===== config.mk =====
export PLATFORM = sky130hd
export DESIGN_NAME = lru_pinned_frame_table
export DESIGN_NICKNAME = d
export VERILOG_FILES = /design/src/hw/rtl/lpft_pkg.sv /design/src/hw/rtl/lpft_store.sv /design/src/hw/rtl/lpft_scan.sv /design/src/hw/rtl/lru_pinned_frame_table.sv
export SDC_FILE = /design/constraint.sdc
export NUM_CORES = 1
export LEC_CHECK = 0
export ABC_CLOCK_PERIOD_IN_PS = 12300
export BUFFER_PORTS_ARGS = -buffer_cell sky130_fd_sc_hd__buf_4
export CORE_UTILIZATION = 45
export DETAILED_ROUTE_END_ITERATION = 7
export GPL_TIMING_DRIVEN = 0
export PLACE_DENSITY = 0.71
export SLEW_MARGIN = 0
export SYNTH_ARGS = -nofsm -noshare
export SYNTH_HDL_FRONTEND = slang
export SYNTH_SLANG_ARGS = --single-unit

===== constraint.sdc =====
create_clock -name i_clk -period 12.3 [get_ports i_clk]
set_clock_uncertainty 0.1 [all_clocks]
set_input_delay 1.23 -clock i_clk [delete_from_list [all_inputs] [get_ports i_clk]]
set_output_delay 1.23 -clock i_clk [all_outputs]
set_load 0.03 [all_outputs]

===== src/hw/rtl/lpft_pkg.sv =====
`timescale 1ns / 1ps
// Shared types and constants for the LRU pinned frame table.
// Used by lpft_store, lpft_scan and lru_pinned_frame_table; no dependencies.
package lpft_pkg;

    localparam int FRAMES  = 16;
    localparam int IDX_W   = (FRAMES > 1) ? $clog2(FRAMES) : 1;
    localparam int PAGE_W  = 32;
    localparam int PIN_W   = 8;
    localparam int STAMP_W = 32;

    localparam logic [PIN_W-1:0] PIN_MAX = 8'hFF;

    localparam logic [1:0] CMD_FETCH = 2'd0;
    localparam logic [1:0] CMD_UNPIN = 2'd1;
    localparam logic [1:0] CMD_FLUSH = 2'd2;

    localparam logic [2:0] ST_HIT        = 3'd0;
    localparam logic [2:0] ST_MISS       = 3'd1;
    localparam logic [2:0] ST_FULL       = 3'd2;
    localparam logic [2:0] ST_UNPIN      = 3'd3;
    localparam logic [2:0] ST_NOT_FOUND  = 3'd4;
    localparam logic [2:0] ST_FLUSH_WB   = 3'd5;
    localparam logic [2:0] ST_FLUSH_DONE = 3'd6;

    typedef logic [IDX_W-1:0] t_idx;

    typedef struct packed {
        logic [1:0]        command;
        logic [PAGE_W-1:0] page_number;
        logic              mark_dirty;
    } t_lpft_in;

    typedef struct packed {
        logic [2:0]        status;
        logic [3:0]        frame_index;
        logic              writeback_valid;
        logic [PAGE_W-1:0] writeback_page;
        logic              last;
    } t_lpft_out;

    typedef struct packed {
        logic               valid;
        logic [PAGE_W-1:0]  page;
        logic               dirty;
        logic [PIN_W-1:0]   pins;
        logic [STAMP_W-1:0] stamp;
    } t_lpft_frame;

    typedef struct packed {
        logic               set_valid;
        logic               we_page;
        logic               we_dirty;
        logic               we_pins;
        logic               we_stamp;
        t_idx               idx;
        logic [PAGE_W-1:0]  page;
        logic               dirty;
        logic [PIN_W-1:0]   pins;
        logic [STAMP_W-1:0] stamp;
    } t_lpft_wr;

    typedef struct packed {
        logic              hit;
        t_idx              hit_idx;
        logic [PIN_W-1:0]  hit_pins;
        logic              empty;
        t_idx              empty_idx;
        logic              vic;
        t_idx              vic_idx;
        logic [PAGE_W-1:0] vic_page;
        logic              vic_dirty;
    } t_lpft_scan;

endpackage


===== src/hw/rtl/lpft_store.sv =====
`timescale 1ns / 1ps
// Frame metadata registers: valid, page, dirty, pin count and stamp per frame.
// One read index, one write port with per-field enables. Depends on lpft_pkg.
module lpft_store (
    input  logic                 i_clk,
    input  logic                 i_rst_n,
    input  lpft_pkg::t_idx       i_rd_idx,
    output lpft_pkg::t_lpft_frame o_frame,
    input  lpft_pkg::t_lpft_wr   i_wr
);
    import lpft_pkg::*;

    logic [FRAMES-1:0]  r_valid;
    logic [PAGE_W-1:0]  r_page  [FRAMES];
    logic               r_dirty [FRAMES];
    logic [PIN_W-1:0]   r_pins  [FRAMES];
    logic [STAMP_W-1:0] r_stamp [FRAMES];

    always_ff @(posedge i_clk) begin
        if (!i_rst_n) begin
            r_valid <= '0;
        end else if (i_wr.set_valid) begin
            r_valid[i_wr.idx] <= 1'b1;
        end
    end

    always_ff @(posedge i_clk) begin
        if (i_wr.we_page) begin
            r_page[i_wr.idx] <= i_wr.page;
        end
        if (i_wr.we_dirty) begin
            r_dirty[i_wr.idx] <= i_wr.dirty;
        end
        if (i_wr.we_pins) begin
            r_pins[i_wr.idx] <= i_wr.pins;
        end
        if (i_wr.we_stamp) begin
            r_stamp[i_wr.idx] <= i_wr.stamp;
        end
    end

    always_comb begin
        o_frame.valid = r_valid[i_rd_idx];
        o_frame.page  = r_page[i_rd_idx];
        o_frame.dirty = r_dirty[i_rd_idx];
        o_frame.pins  = r_pins[i_rd_idx];
        o_frame.stamp = r_stamp[i_rd_idx];
    end

endmodule


===== src/hw/rtl/lpft_scan.sv =====
`timescale 1ns / 1ps
// Shared compare unit: looks at one frame per step and keeps the first match,
// the first empty frame and the least recent unpinned frame. Depends on lpft_pkg.
module lpft_scan (
    input  logic                  i_clk,
    input  logic                  i_rst_n,
    input  logic                  i_start,
    input  logic                  i_step,
    input  lpft_pkg::t_idx        i_idx,
    input  lpft_pkg::t_lpft_frame i_frame,
    input  logic [31:0]           i_key,
    output lpft_pkg::t_lpft_scan  o_res
);
    import lpft_pkg::*;

    logic               r_hit;
    t_idx               r_hit_idx;
    logic [PIN_W-1:0]   r_hit_pins;
    logic               r_empty;
    t_idx               r_empty_idx;
    logic               r_vic;
    t_idx               r_vic_idx;
    logic [STAMP_W-1:0] r_vic_stamp;
    logic [PAGE_W-1:0]  r_vic_page;
    logic               r_vic_dirty;

    logic is_hit;
    logic is_empty;
    logic is_vic;

    always_comb begin
        is_hit   = !r_hit && i_frame.valid && (i_frame.page == i_key);
        is_empty = !r_empty && !i_frame.valid;
        is_vic   = i_frame.valid && (i_frame.pins == '0) &&
                   (!r_vic || (i_frame.stamp < r_vic_stamp));
    end

    always_ff @(posedge i_clk) begin
        if (!i_rst_n) begin
            r_hit   <= 1'b0;
            r_empty <= 1'b0;
            r_vic   <= 1'b0;
        end else if (i_start) begin
            r_hit   <= 1'b0;
            r_empty <= 1'b0;
            r_vic   <= 1'b0;
        end else if (i_step) begin
            if (is_hit) begin
                r_hit      <= 1'b1;
                r_hit_idx  <= i_idx;
                r_hit_pins <= i_frame.pins;
            end
            if (is_empty) begin
                r_empty     <= 1'b1;
                r_empty_idx <= i_idx;
            end
            if (is_vic) begin
                r_vic       <= 1'b1;
                r_vic_idx   <= i_idx;
                r_vic_stamp <= i_frame.stamp;
                r_vic_page  <= i_frame.page;
                r_vic_dirty <= i_frame.dirty;
            end
        end
    end

    always_comb begin
        o_res.hit       = r_hit;
        o_res.hit_idx   = r_hit_idx;
        o_res.hit_pins  = r_hit_pins;
        o_res.empty     = r_empty;
        o_res.empty_idx = r_empty_idx;
        o_res.vic       = r_vic;
        o_res.vic_idx   = r_vic_idx;
        o_res.vic_page  = r_vic_page;
        o_res.vic_dirty = r_vic_dirty;
    end

    // a found match stays found until the next scan starts
    a_hit_sticky: assert property (@(posedge i_clk) disable iff (!i_rst_n)
        (r_hit && !i_start) |=> r_hit)
        else $error("match lost during scan");

    // the victim stamp never grows within a scan
    a_vic_monotone: assert property (@(posedge i_clk) disable iff (!i_rst_n)
        (r_vic && !i_start) |=> (r_vic && r_vic_stamp <= $past(r_vic_stamp)))
        else $error("victim stamp increased");

    // an unpinned victim is always valid
    a_vic_valid: assert property (@(posedge i_clk) disable iff (!i_rst_n)
        (i_step && !i_start && is_vic) |-> i_frame.valid)
        else $error("victim taken from empty frame");

endmodule


===== src/hw/rtl/lru_pinned_frame_table.sv =====
`timescale 1ns / 1ps
// Page cache frame table with LRU replacement and pin counts (top level).
// Depends on lpft_pkg, lpft_store and lpft_scan.
//
// Fetch and unpin step through every frame, one frame per cycle, in the shared
// compare unit, then S_COMMIT writes the update and the result; a stalled output
// holds S_COMMIT. The next input transfer can follow once the commit is done.
// Flush walks all frames and gives a write-back result for each valid dirty
// frame, then a final result; a stalled output holds both. The input
// stalls while an item is at work; the result sits in an output register so
// the next item can be taken while it waits. Command 3 is taken and dropped.
module lru_pinned_frame_table (
    input  logic                i_clk,
    input  logic                i_rst_n,
    input  logic                i_in_valid,
    output logic                o_in_stall,
    input  lpft_pkg::t_lpft_in  i_in_data,
    output logic                o_out_valid,
    input  logic                i_out_stall,
    output lpft_pkg::t_lpft_out o_out_data
);
    import lpft_pkg::*;

    typedef enum logic [2:0] {
        S_IDLE,
        S_SCAN,
        S_COMMIT,
        S_FLUSH,
        S_DONE
    } t_state;

    localparam t_idx LAST_IDX = t_idx'(FRAMES - 1);

    t_state             r_state, n_state;
    t_idx               r_ptr, n_ptr;
    logic [STAMP_W-1:0] r_clock, n_clock;
    logic [1:0]         r_cmd, n_cmd;
    logic [PAGE_W-1:0]  r_page, n_page;
    logic               r_mark, n_mark;
    logic               r_out_valid, n_out_valid;
    t_lpft_out          r_out, n_out;

    t_lpft_frame frame;
    t_lpft_wr    wr;
    t_lpft_scan  sr;
    logic        scan_start;
    logic        scan_step;
    logic        out_free;
    logic        in_xfer;
    t_idx        miss_idx;
    logic        miss_wb;

    lpft_store u_store (
        .i_clk    (i_clk),
        .i_rst_n  (i_rst_n),
        .i_rd_idx (r_ptr),
        .o_frame  (frame),
        .i_wr     (wr)
    );

    lpft_scan u_scan (
        .i_clk   (i_clk),
        .i_rst_n (i_rst_n),
        .i_start (scan_start),
        .i_step  (scan_step),
        .i_idx   (r_ptr),
        .i_frame (frame),
        .i_key   (r_page),
        .o_res   (sr)
    );

    assign o_in_stall  = (r_state != S_IDLE);
    assign in_xfer     = i_in_valid && !o_in_stall;
    assign out_free    = !r_out_valid || !i_out_stall;
    assign o_out_valid = r_out_valid;
    assign o_out_data  = r_out;
    assign miss_idx    = sr.empty ? sr.empty_idx : sr.vic_idx;
    assign miss_wb     = !sr.empty && sr.vic_dirty;

    always_comb begin
        n_state     = r_state;
        n_ptr       = r_ptr;
        n_clock     = r_clock;
        n_cmd       = r_cmd;
        n_page      = r_page;
        n_mark      = r_mark;
        n_out_valid = r_out_valid && i_out_stall;
        n_out       = r_out;
        wr          = '0;
        scan_start  = 1'b0;
        scan_step   = 1'b0;

        case (r_state)
            S_IDLE: begin
                if (in_xfer) begin
                    n_cmd  = i_in_data.command;
                    n_page = i_in_data.page_number;
                    n_mark = i_in_data.mark_dirty;
                    n_ptr  = '0;
                    case (i_in_data.command)
                        CMD_FETCH: begin
                            n_clock    = r_clock + 1'b1;
                            scan_start = 1'b1;
                            n_state    = S_SCAN;
                        end
                        CMD_UNPIN: begin
                            scan_start = 1'b1;
                            n_state    = S_SCAN;
                        end
                        CMD_FLUSH: begin
                            n_state = S_FLUSH;
                        end
                        default: begin
                            n_state = S_IDLE;
                        end
                    endcase
                end
            end
            S_SCAN: begin
                scan_step = 1'b1;
                if (r_ptr == LAST_IDX) begin
                    n_state = S_COMMIT;
                end else begin
                    n_ptr = r_ptr + 1'b1;
                end
            end
            S_COMMIT: begin
                if (out_free) begin
                    n_out_valid = 1'b1;
                    n_out       = '0;
                    n_out.last  = 1'b1;
                    n_state     = S_IDLE;
                    if (r_cmd == CMD_FETCH) begin
                        if (sr.hit) begin
                            wr.idx      = sr.hit_idx;
                            wr.we_pins  = 1'b1;
                            wr.pins     = (sr.hit_pins == PIN_MAX) ? PIN_MAX
                                                                   : sr.hit_pins + 1'b1;
                            wr.we_stamp = 1'b1;
                            wr.stamp    = r_clock;
                            n_out.status      = ST_HIT;
                            n_out.frame_index = 4'(sr.hit_idx);
                        end else if (sr.empty || sr.vic) begin
                            wr.idx       = miss_idx;
                            wr.set_valid = 1'b1;
                            wr.we_page   = 1'b1;
                            wr.page      = r_page;
                            wr.we_pins   = 1'b1;
                            wr.pins      = PIN_W'(1);
                            wr.we_dirty  = 1'b1;
                            wr.dirty     = 1'b0;
                            wr.we_stamp  = 1'b1;
                            wr.stamp     = r_clock;
                            n_out.status          = ST_MISS;
                            n_out.frame_index     = 4'(miss_idx);
                            n_out.writeback_valid = miss_wb;
                            n_out.writeback_page  = miss_wb ? sr.vic_page : '0;
                        end else begin
                            n_out.status = ST_FULL;
                        end
                    end else begin
                        if (sr.hit) begin
                            wr.idx      = sr.hit_idx;
                            wr.we_pins  = 1'b1;
                            wr.pins     = (sr.hit_pins == '0) ? '0 : sr.hit_pins - 1'b1;
                            wr.we_dirty = r_mark;
                            wr.dirty    = 1'b1;
                            n_out.status      = ST_UNPIN;
                            n_out.frame_index = 4'(sr.hit_idx);
                        end else begin
                            n_out.status = ST_NOT_FOUND;
                        end
                    end
                end
            end
            S_FLUSH: begin
                if (!(frame.valid && frame.dirty) || out_free) begin
                    if (frame.valid && frame.dirty) begin
                        wr.idx      = r_ptr;
                        wr.we_dirty = 1'b1;
                        wr.dirty    = 1'b0;
                        n_out_valid = 1'b1;
                        n_out       = '0;
                        n_out.status          = ST_FLUSH_WB;
                        n_out.frame_index     = 4'(r_ptr);
                        n_out.writeback_valid = 1'b1;
                        n_out.writeback_page  = frame.page;
                    end
                    if (r_ptr == LAST_IDX) begin
                        n_state = S_DONE;
                    end else begin
                        n_ptr = r_ptr + 1'b1;
                    end
                end
            end
            S_DONE: begin
                if (out_free) begin
                    n_out_valid  = 1'b1;
                    n_out        = '0;
                    n_out.status = ST_FLUSH_DONE;
                    n_out.last   = 1'b1;
                    n_state      = S_IDLE;
                end
            end
            default: begin
                n_state = S_IDLE;
            end
        endcase
    end

    always_ff @(posedge i_clk) begin
        if (!i_rst_n) begin
            r_state     <= S_IDLE;
            r_ptr       <= '0;
            r_clock     <= '0;
            r_out_valid <= 1'b0;
        end else begin
            r_state     <= n_state;
            r_ptr       <= n_ptr;
            r_clock     <= n_clock;
            r_cmd       <= n_cmd;
            r_page      <= n_page;
            r_mark      <= n_mark;
            r_out_valid <= n_out_valid;
            r_out       <= n_out;
        end
    end

    // advance the use clock on every fetch transfer, and only then
    a_clock_step: assert property (@(posedge i_clk) disable iff (!i_rst_n)
        in_xfer |=> (r_clock == $past(r_clock) +
                     ((($past(i_in_data.command) == CMD_FETCH)) ? 32'd1 : 32'd0)))
        else $error("use clock out of step with fetch");

    // flush write-back results never close an item and always carry a page
    a_flush_wb: assert property (@(posedge i_clk) disable iff (!i_rst_n)
        (o_out_valid && o_out_data.status == ST_FLUSH_WB) |->
            (!o_out_data.last && o_out_data.writeback_valid))
        else $error("bad flush write-back result");

    // no write-back means a zero page field
    a_wb_page_zero: assert property (@(posedge i_clk) disable iff (!i_rst_n)
        (o_out_valid && !o_out_data.writeback_valid) |-> (o_out_data.writeback_page == '0))
        else $error("write-back page set without write-back");

endmodule

==> summary.md, run 1 <==
| Metric | Value |
|---|---|
| Initial Utilization | `0.454` |
| FF+latch count, synth | `between 1000 and 1500` |
| Yosys cell types | `80` |
| Core Util, Final | `0.522` |
| Adder-cell share of the synthesized area | `0.00813` |
| Most common cell in the synthesized netlist | `edfxtp_1` |
| Final Power | `between 9 and 10 mW` |
| Critical path capture point type | `flip-flop` |
| Total CTS buffers | `~140` |
| Share of the synthesized area in the top cell type | `0.721` |
| I/O pin cnt | `a little over 80` |
| Core ar. | `~120000 sq um` |
| RSZ-0062 raised after global routing | `false` |
| Final hold vios | `0` |
| Synth warn | `0` |
| Synth area leaders | `edfxtp_1, mux4_2, dfxtp_1` |
| Cell taking the most area after synthesis | `edfxtp_1` |
| Clk pin slew, worst setup/hold paths | `approximately 0.06 ns` |
| Rows | `roughly 130` |
| Total gr overflow | `0` |
| Initial antenna violation count | `5` |
| CTS resizes | `0` |
| Cell leakage power | `between 20 and 25 nW` |
| Primary FF master, synth | `edfxtp_1` |
| H-tree level count | `4` |
| CTS Root Cell | `clkbuf_16` |
| Layout Cells excl Fill | `between 4000 and 5000` |
| Final WL | `approximately 150000 um` |
| Crit-path most repeated cell | `buf_2` |
| Fin Setup TNS | `0 ns` |
| Slowest CP cell | `a221oi_4` |
| PortBufs | `just over 80` |
| Layout Nets | `3175` |
| Simple-gate share of the synthesized area | `0.0424` |
| Finish-stage setup viols | `0` |
| Vias post-DR | `~30000` |
| RD Place Congestion | `around 0.91` |
| Period Utilization, post-route | `0.622` |
| Filler cells | `around 9300` |
| Critical-path maximum fanout | `17` |
| Largest net degree at the start of global routing | `30` |
| Die width | `~350 um` |
| Gr usage total | `0.233` |
| Vias per inst | `between 6 and 7` |
| Hold/Removal Path Class | `reg2reg` |
| WL per Instance | `30.2 um` |
| Critical Path Start Type | `flip-flop` |
| Slew Limit Fails | `0` |
| Peak supply drop | `about 0.14 mV` |
| CP max stage delay | `approximately 0.70 ns` |
| Slew at the pin closest to its max-slew limit | `approximately 1.4 ns` |
| Main combinational cell family by area after synthesis | `multiplexers` |
| Synth Area in XOR/XNOR | `0.00870` |
| CTS tree | `built` |
| Clock buffer depth | `3` |
| First-pass detailed-route iteration total | `6` |
| Max-slew headroom | `0.0642` |
| DRT iter0 DRCs | `roughly 4600` |
| Clk sinks | `1392` |
| Die area | `between 100000 and 150000 sq um` |
| Mux cell area share after synthesis | `0.144` |
| Register Area | `approximately 41000 sq um` |
| Die height | `roughly 350 um` |
| Average cell area after synthesis | `approximately 20 sq um` |
| Synth Area in Compound Gates | `0.0370` |
| Min Tclk post-route | `~7.6 ns` |
| DRC Markers | `0` |
| Sequential area share after synthesis | `0.743` |
| Syn nets | `roughly 2900` |
| CTS hold repair buffers | `0` |
| Power density cells | `152 nW/um^2` |
| DRT antenna net count | `0` |
| Max-cap viol count | `0` |
| Worst Path Required | `around 13 ns` |
| Share of layout cells above drive strength 1 | `0.238` |
| HPWL after detailed placement | `92700 um` |
| Asr flop ratio synth | `0` |
| Fmax | `around 0.13 GHz` |
| Synthesized area | `about 55000 sq um` |
| Worst-skew pair later-pin latency | `approximately 0.75 ns` |
| Status | `complete, no violations` |
| Vias in the first global route | `29612` |
| Placed cell count | `roughly 4600` |
| Synth top cells by count | `edfxtp_1, mux4_2, nor2_1` |
| Number of enable flip-flop cells after synthesis | `1329` |
| Multi-input gate area | `about 14000 sq um` |
| Layout area overhead | `14.9%` |
| Kind of critical path | `reg2reg` |
| First-pass GRT wire length | `208000 um` |
| Setup bufs post-CTS | `0` |
| Critical path arrival | `7.98 ns` |
| Cells after Synth | `between 2000 and 3000` |
| CP Cell Sequence | `buf_2 > buf_2 > buf_2 > buf_2 > buf_2 > buf_2 > clkbuf_1 > mux4_2 > mux4_2 > ha_1 > a21o_1 > a21o_1 > a211oi_1 > o21ai_0 > a221oi_1 > a211oi_1 > a221oi_4 > buf_16 > buf_8` |
-- report_power, final --
group	switching, mW	total [mW]	internal (mW)
registers	0.0174	5.15	5.14
logic	0.296	0.488	0.192
clock network	1.78	4.05	2.27
-- cell usage in the layout, fill, tap and decap left out, types with 36 or more instances in the layout --
cell | netlist | layout
buf_2 | 37 | 38
clkbuf_1 | 75 | 100
dfxtp_1 | 63 | 63
clkbuf_16 | 0 | 137
ha_1 | 36 | 36
o21ai_0 | 43 | 42
mux2i_1 | 85 | 85
a21oi_1 | 53 | 53
and3_1 | 50 | 49
mux4_2 | 295 | 295
nor2_1 | 140 | 108
nand2_1 | 98 | 98
edfxtp_1 | 1329 | 1329
inv_1 | 48 | 48
buf_4 | 13 | 95
and2_1 | 44 | 44
-- cell type report --
type | instances | share of cell area
Buffer | 143 | 0.0118
Clock inverter | 74 | 0.0111
Antenna cell | 2 | 0.0000786
Inverter | 49 | 0.00289
Timing Repair Buffer | 131 | 0.0256
Tap cell | 1625 | 0.0319
Clock buffer | 168 | 0.0566
Sequential cell | 1392 | 0.647
Multi-Input combinational cell | 1248 | 0.213
-- critical path: cells and delay by family (launching register included) --
kind / cells / cell delay, ns
buffers and inverters: 9 / 3.45
multiplexers: 2 / 0.95
adder cells (fa/ha/maj): 1 / 0.34
AO/OA/AOI/OAI: 7 / 2.12
flip-flops: 1 / 0.31
-- per-layer routing --
| metal | vias up | share of wire | GRT usage |
|---|---|---|---|
| met5 | - | 0.00040 | 0 |
| met4 | 8 | 0.038 | 0.0903 |
| met3 | 367 | 0.10 | 0.0537 |
| met2 | 1955 | 0.47 | 0.365 |
| met1 | 15519 | 0.39 | 0.320 |
| li1 | 12146 | - | - |
-- worst paths after layout --
path | start | endpoint | slack, ns | depth (start not counted)
max | flip-flop | u_scan.r_vic_page[20] | 4.65 | 19
max reg2reg | flip-flop | u_scan.r_vic_page[20] | 4.65 | 19
min | u_store.r_valid[9] | u_store.r_valid[9] | 0.36 | 2
min reg2reg | u_store.r_valid[9] | u_store.r_valid[9] | 0.36 | 2
-- registers in the layout (all words and copies together) (netlist names), 2 cells and up, named ones only --
| signal | cells |
|---|---|
| u_store.r_page | 512 |
| u_store.r_stamp | 512 |
| u_store.r_pins | 128 |
| o_out_data | 41 |
| r_clock | 32 |
| r_page | 32 |
| u_scan.r_vic_page | 32 |
| u_scan.r_vic_stamp | 32 |
| u_store.r_dirty | 16 |
| u_store.r_valid | 16 |
| u_scan.r_hit_pins | 8 |
| r_ptr | 4 |
| u_scan.r_empty_idx | 4 |
| u_scan.r_hit_idx | 4 |
| u_scan.r_vic_idx | 4 |
| r_state | 3 |
| r_cmd | 2 |
-- stage by stage --
step | instance area [sq um] | setup WS, ns | hold WS (ns)
finish | 63700 | 4.65 | 0.363
floorplan | 55400 | 4.64 | 0.320
global placement | 58000 | -0.506 | 0.336
global route | 63600 | 4.40 | 0.374
CTS | 63600 | 4.62 | 0.357
detailed placement | 59300 | 4.62 | 0.343
-- cells by family (layout without fill, tap and decap cells) --
group,after synthesis,in the layout
AO/OA/AOI/OAI,280,280
XOR/XNOR,55,55
adder cells (fa/ha/maj),36,36
buffers and inverters,192,565
flip-flops,1392,1392
multiplexers,407,407
other,0,2
AND/OR/NAND/NOR,470,470
No activity file was read; power rests on OpenSTA's default activity.
==> run 2: changes to the inputs <==
--- a/config.mk
+++ b/config.mk
@@ -5,7 +5,7 @@
 export SDC_FILE = /design/constraint.sdc
 export NUM_CORES = 1
 export LEC_CHECK = 0
-export ABC_CLOCK_PERIOD_IN_PS = 12300
+export ABC_CLOCK_PERIOD_IN_PS = 7300
 export BUFFER_PORTS_ARGS = -buffer_cell sky130_fd_sc_hd__buf_4
 export CORE_UTILIZATION = 45
 export DETAILED_ROUTE_END_ITERATION = 7
==> constraint.sdc (replaced) <==
create_clock -name i_clk -period 7.3 [get_ports i_clk]
set_clock_uncertainty 0.1 [all_clocks]
set_input_delay 0.73 -clock i_clk [delete_from_list [all_inputs] [get_ports i_clk]]
set_output_delay 0.73 -clock i_clk [all_outputs]
set_load 0.03 [all_outputs]
==> run 2 against run 1 <==
First-iteration DRC count decreased by 6.1%. Highest routed layer unchanged. Critical path depth increased by 1. Setup slack got worse by 4.5 ns. Design area about the same. Register-to-register slack got worse by 4.5 ns.
==> summary.md, run 2 (synthesized netlist as in run 1, its figures left out) <==
| Metric | Value |
|---|---|
| Status | `complete, no violations` |
| R2R depth | `20 (+1)` |
| Worst-skew pair later-pin latency | `0.75 ns (about the same)` |
| Min Tclk post-route | `7.18 ns (-0.463 ns)` |
| Min-delay src | `i_in_data[4]` |
| Total CTS buffers | `136 (+0.74%)` |
| Vias post-DR | `30105 (+0.37%)` |
| Crit-path most repeated cell | `buf_2` |
| Total gr overflow | `0 (unchanged)` |
| Kind of critical path | `reg2reg` |
| CTS Root Cell | `clkbuf_16` |
| DRT iter0 DRCs | `4339 (-6.1%)` |
| Register Area | `41200 sq um (unchanged)` |
| WL per Instance | `30.7 um (+1.7%)` |
| Initial Utilization | `0.454 (unchanged)` |
| Die height | `353 um (unchanged)` |
| Fin Setup TNS | `0 ns (unchanged)` |
| Final WL | `148000 um (+1.7%)` |
| Critical path capture point type | `flip-flop` |
| Cell leakage power | `22.8 nW (about the same)` |
| Max-slew headroom | `0.0414 (-0.0229)` |
| Gr usage total | `0.237 (+0.00391)` |
| CP max stage delay | `0.55 ns (-0.15 ns)` |
| Critical Path Start Type | `flip-flop` |
| Filler cells | `9336 (+0.55%)` |
| Multi-input gate area | `13600 sq um (about the same)` |
| I/O pin cnt | `82 (unchanged)` |
| Share of layout cells above drive strength 1 | `0.238 (about the same)` |
| Vias per inst | `6.23 (+0.33%)` |
| Critical-path maximum fanout | `13 (-4)` |
| CTS hold repair buffers | `0 (unchanged)` |
| Layout Cells excl Fill | `4834 (+0.041%)` |
| H-tree level count | `4 (unchanged)` |
| Clk sinks | `1392 (unchanged)` |
| HPWL after detailed placement | `93400 um (+0.74%)` |
| First-pass detailed-route iteration total | `6 (unchanged)` |
| Core ar. | `122000 sq um (unchanged)` |
| RSZ-0062 raised after global routing | `false` |
| Final hold vios | `0 (unchanged)` |
| Clk pin slew, worst setup/hold paths | `0.07 ns (about the same)` |
| Reg2reg setup slack | `0.12 ns (-4.54 ns)` |
| Vias in the first global route | `29761 (+0.50%)` |
| Placed instance area | `59300 sq um (about the same)` |
| Slew Limit Fails | `0 (unchanged)` |
| R2R Path End | `u_scan.r_vic_page[20]` |
| Biggest regs | `u_store.r_page x512, u_store.r_stamp x512, u_store.r_pins x128` |
| Max-cap viol count | `0 (unchanged)` |
| Finish-stage setup viols | `0 (unchanged)` |
| DRC Markers | `0 (unchanged)` |
| Hold path cells | `1 (-1)` |
| CTS tree | `built` |
| PortBufs | `81 (unchanged)` |
| Worst Path Required | `7.64 ns (-4.99 ns)` |
| Period Utilization, post-route | `0.984 (+0.362)` |
| Slowest CP cell | `mux4_2` |
| Fmax | `0.139 GHz (+6.5%)` |
| Die area | `124000 sq um (unchanged)` |
| Placed cell count | `4586 (-0.044%)` |
| Peak supply drop | `0.239 mV (+77%)` |
| CP Cell Sequence | `buf_2 > buf_2 > buf_2 > buf_2 > buf_2 > buf_2 > buf_2 > mux4_2 > mux4_2 > ha_1 > a21o_1 > a21o_1 > a211oi_1 > o21ai_0 > a221oi_1 > a211oi_1 > a221oi_4 > buf_12 > buf_8 > buf_8` |
| First-pass GRT wire length | `211000 um (+1.5%)` |
| Commonest non-fill, non-tap cell in the layout | `edfxtp_1` |
| Critical path arrival | `7.53 ns (-0.45 ns)` |
| Initial antenna violation count | `6 (+1)` |
| Rows | `128 (unchanged)` |
| Commonest non-fill, non-tap cells in the layout | `edfxtp_1, mux4_2, clkbuf_16, nor2_1, clkbuf_1` |
| Core Util, Final | `0.523 (about the same)` |
| Slew at the pin closest to its max-slew limit | `1.44 ns (+0.0343 ns)` |
| Largest net degree at the start of global routing | `27 (-10%)` |
| RD Place Congestion | `0.910 (-0.33%)` |
| Hold endpoint | `r_page[3]` |
| Post-route cell area | `63700 sq um (about the same)` |
| Power density cells | `257 nW/um^2 (+69%)` |
| Layout area overhead | `15.0% (about the same)` |
| Hold/Removal Path Class | `in2reg` |
| Die width | `353 um (unchanged)` |
| Clock buffer depth | `3 (unchanged)` |
| Layout Nets | `3177 (+0.063%)` |
| DRT antenna net count | `0 (unchanged)` |
-- run 2: cell types whose count changed in the layout (fill, tap and decap cells not counted), moves of 2 or more --
| cell | previous run | this run |
|---|---|---|
| clkbuf_2 | 0 | 6 |
| clkinv_1 | 24 | 19 |
| clkinv_2 | 23 | 14 |
| clkinv_16 | 3 | 0 |
| clkbuf_1 | 100 | 107 |
| clkbuf_16 | 137 | 142 |
| clkbuf_8 | 6 | 4 |
-- run 2: layer usage --
layer  share of wire  GRT usage  up-vias  wire length, um
li1                -          -    12165                -
met1            0.38      0.322    15587            56600
met2            0.47      0.374     1954            69600
met3            0.11     0.0539      391            15900
met4           0.041     0.0928        8             6110
met5         0.00038          0        -               57
-- run 2: worst max-delay path by stage --
stage                             endpoint  depth (start not counted)  slack, ns       from
floorplan               u_scan.r_vic_dirty                         17       0.79  flip-flop
global placement     u_scan.r_vic_page[20]                         17      -2.92  flip-flop
detailed placement   u_scan.r_vic_page[21]                         19      -0.38  flip-flop
CTS                 u_scan.r_vic_stamp[13]                         20       0.19  flip-flop
global route         u_scan.r_vic_page[20]                         20      0.009  flip-flop
finish               u_scan.r_vic_page[20]                         20       0.12  flip-flop
-- run 2: timing repair --
item / 4_1_cts / 5_1_grt
setup buffers: 3 / 0
resized for setup: 6 / 0
endpoints found under the setup margin: 62 / 0
-- run 2: per-stage QoR --
step | worst slack, ns | total power [mW] | hold slack (ns)
3_5_place_dp | -0.376 | 9.68 | 0.345
6_report | 0.115 | 16.4 | 0.0552
3_3_place_gp | -2.92 | 9.66 | 0.330
5_1_grt | 0.00855 | 16.8 | 0.0364
2_1_floorplan | 0.790 | 9.37 | 0.320
4_1_cts | 0.192 | 16.5 | 0.0286
-- run 2: final cells by class --
type | instances | share of cell area
Sequential cell | 1392 | 0.646
Timing Repair Buffer | 132 | 0.0259
Buffer | 143 | 0.0119
Clock inverter | 58 | 0.00905
Tap cell | 1625 | 0.0319
Inverter | 49 | 0.00289
Antenna cell | 3 | 0.000118
Clock buffer | 184 | 0.0589
Multi-Input combinational cell | 1248 | 0.213
-- run 2: worst max-delay path, delay by kind of cell, from the launching register on --
family / cells / cell delay (ns)
adder cells (fa/ha/maj): 1 / 0.34
AO/OA/AOI/OAI: 7 / 1.72
buffers and inverters: 10 / 3.43
multiplexers: 2 / 0.92
flip-flops: 1 / 0.31
-- run 2: where the power goes --
group | switching [mW] | total (mW) | internal (mW)
Clock | 2.96 | 6.89 | 3.94
Combinational | 0.508 | 0.832 | 0.324
Sequential | 0.0275 | 8.68 | 8.65
Total | 3.49 | 16.4 | 12.9
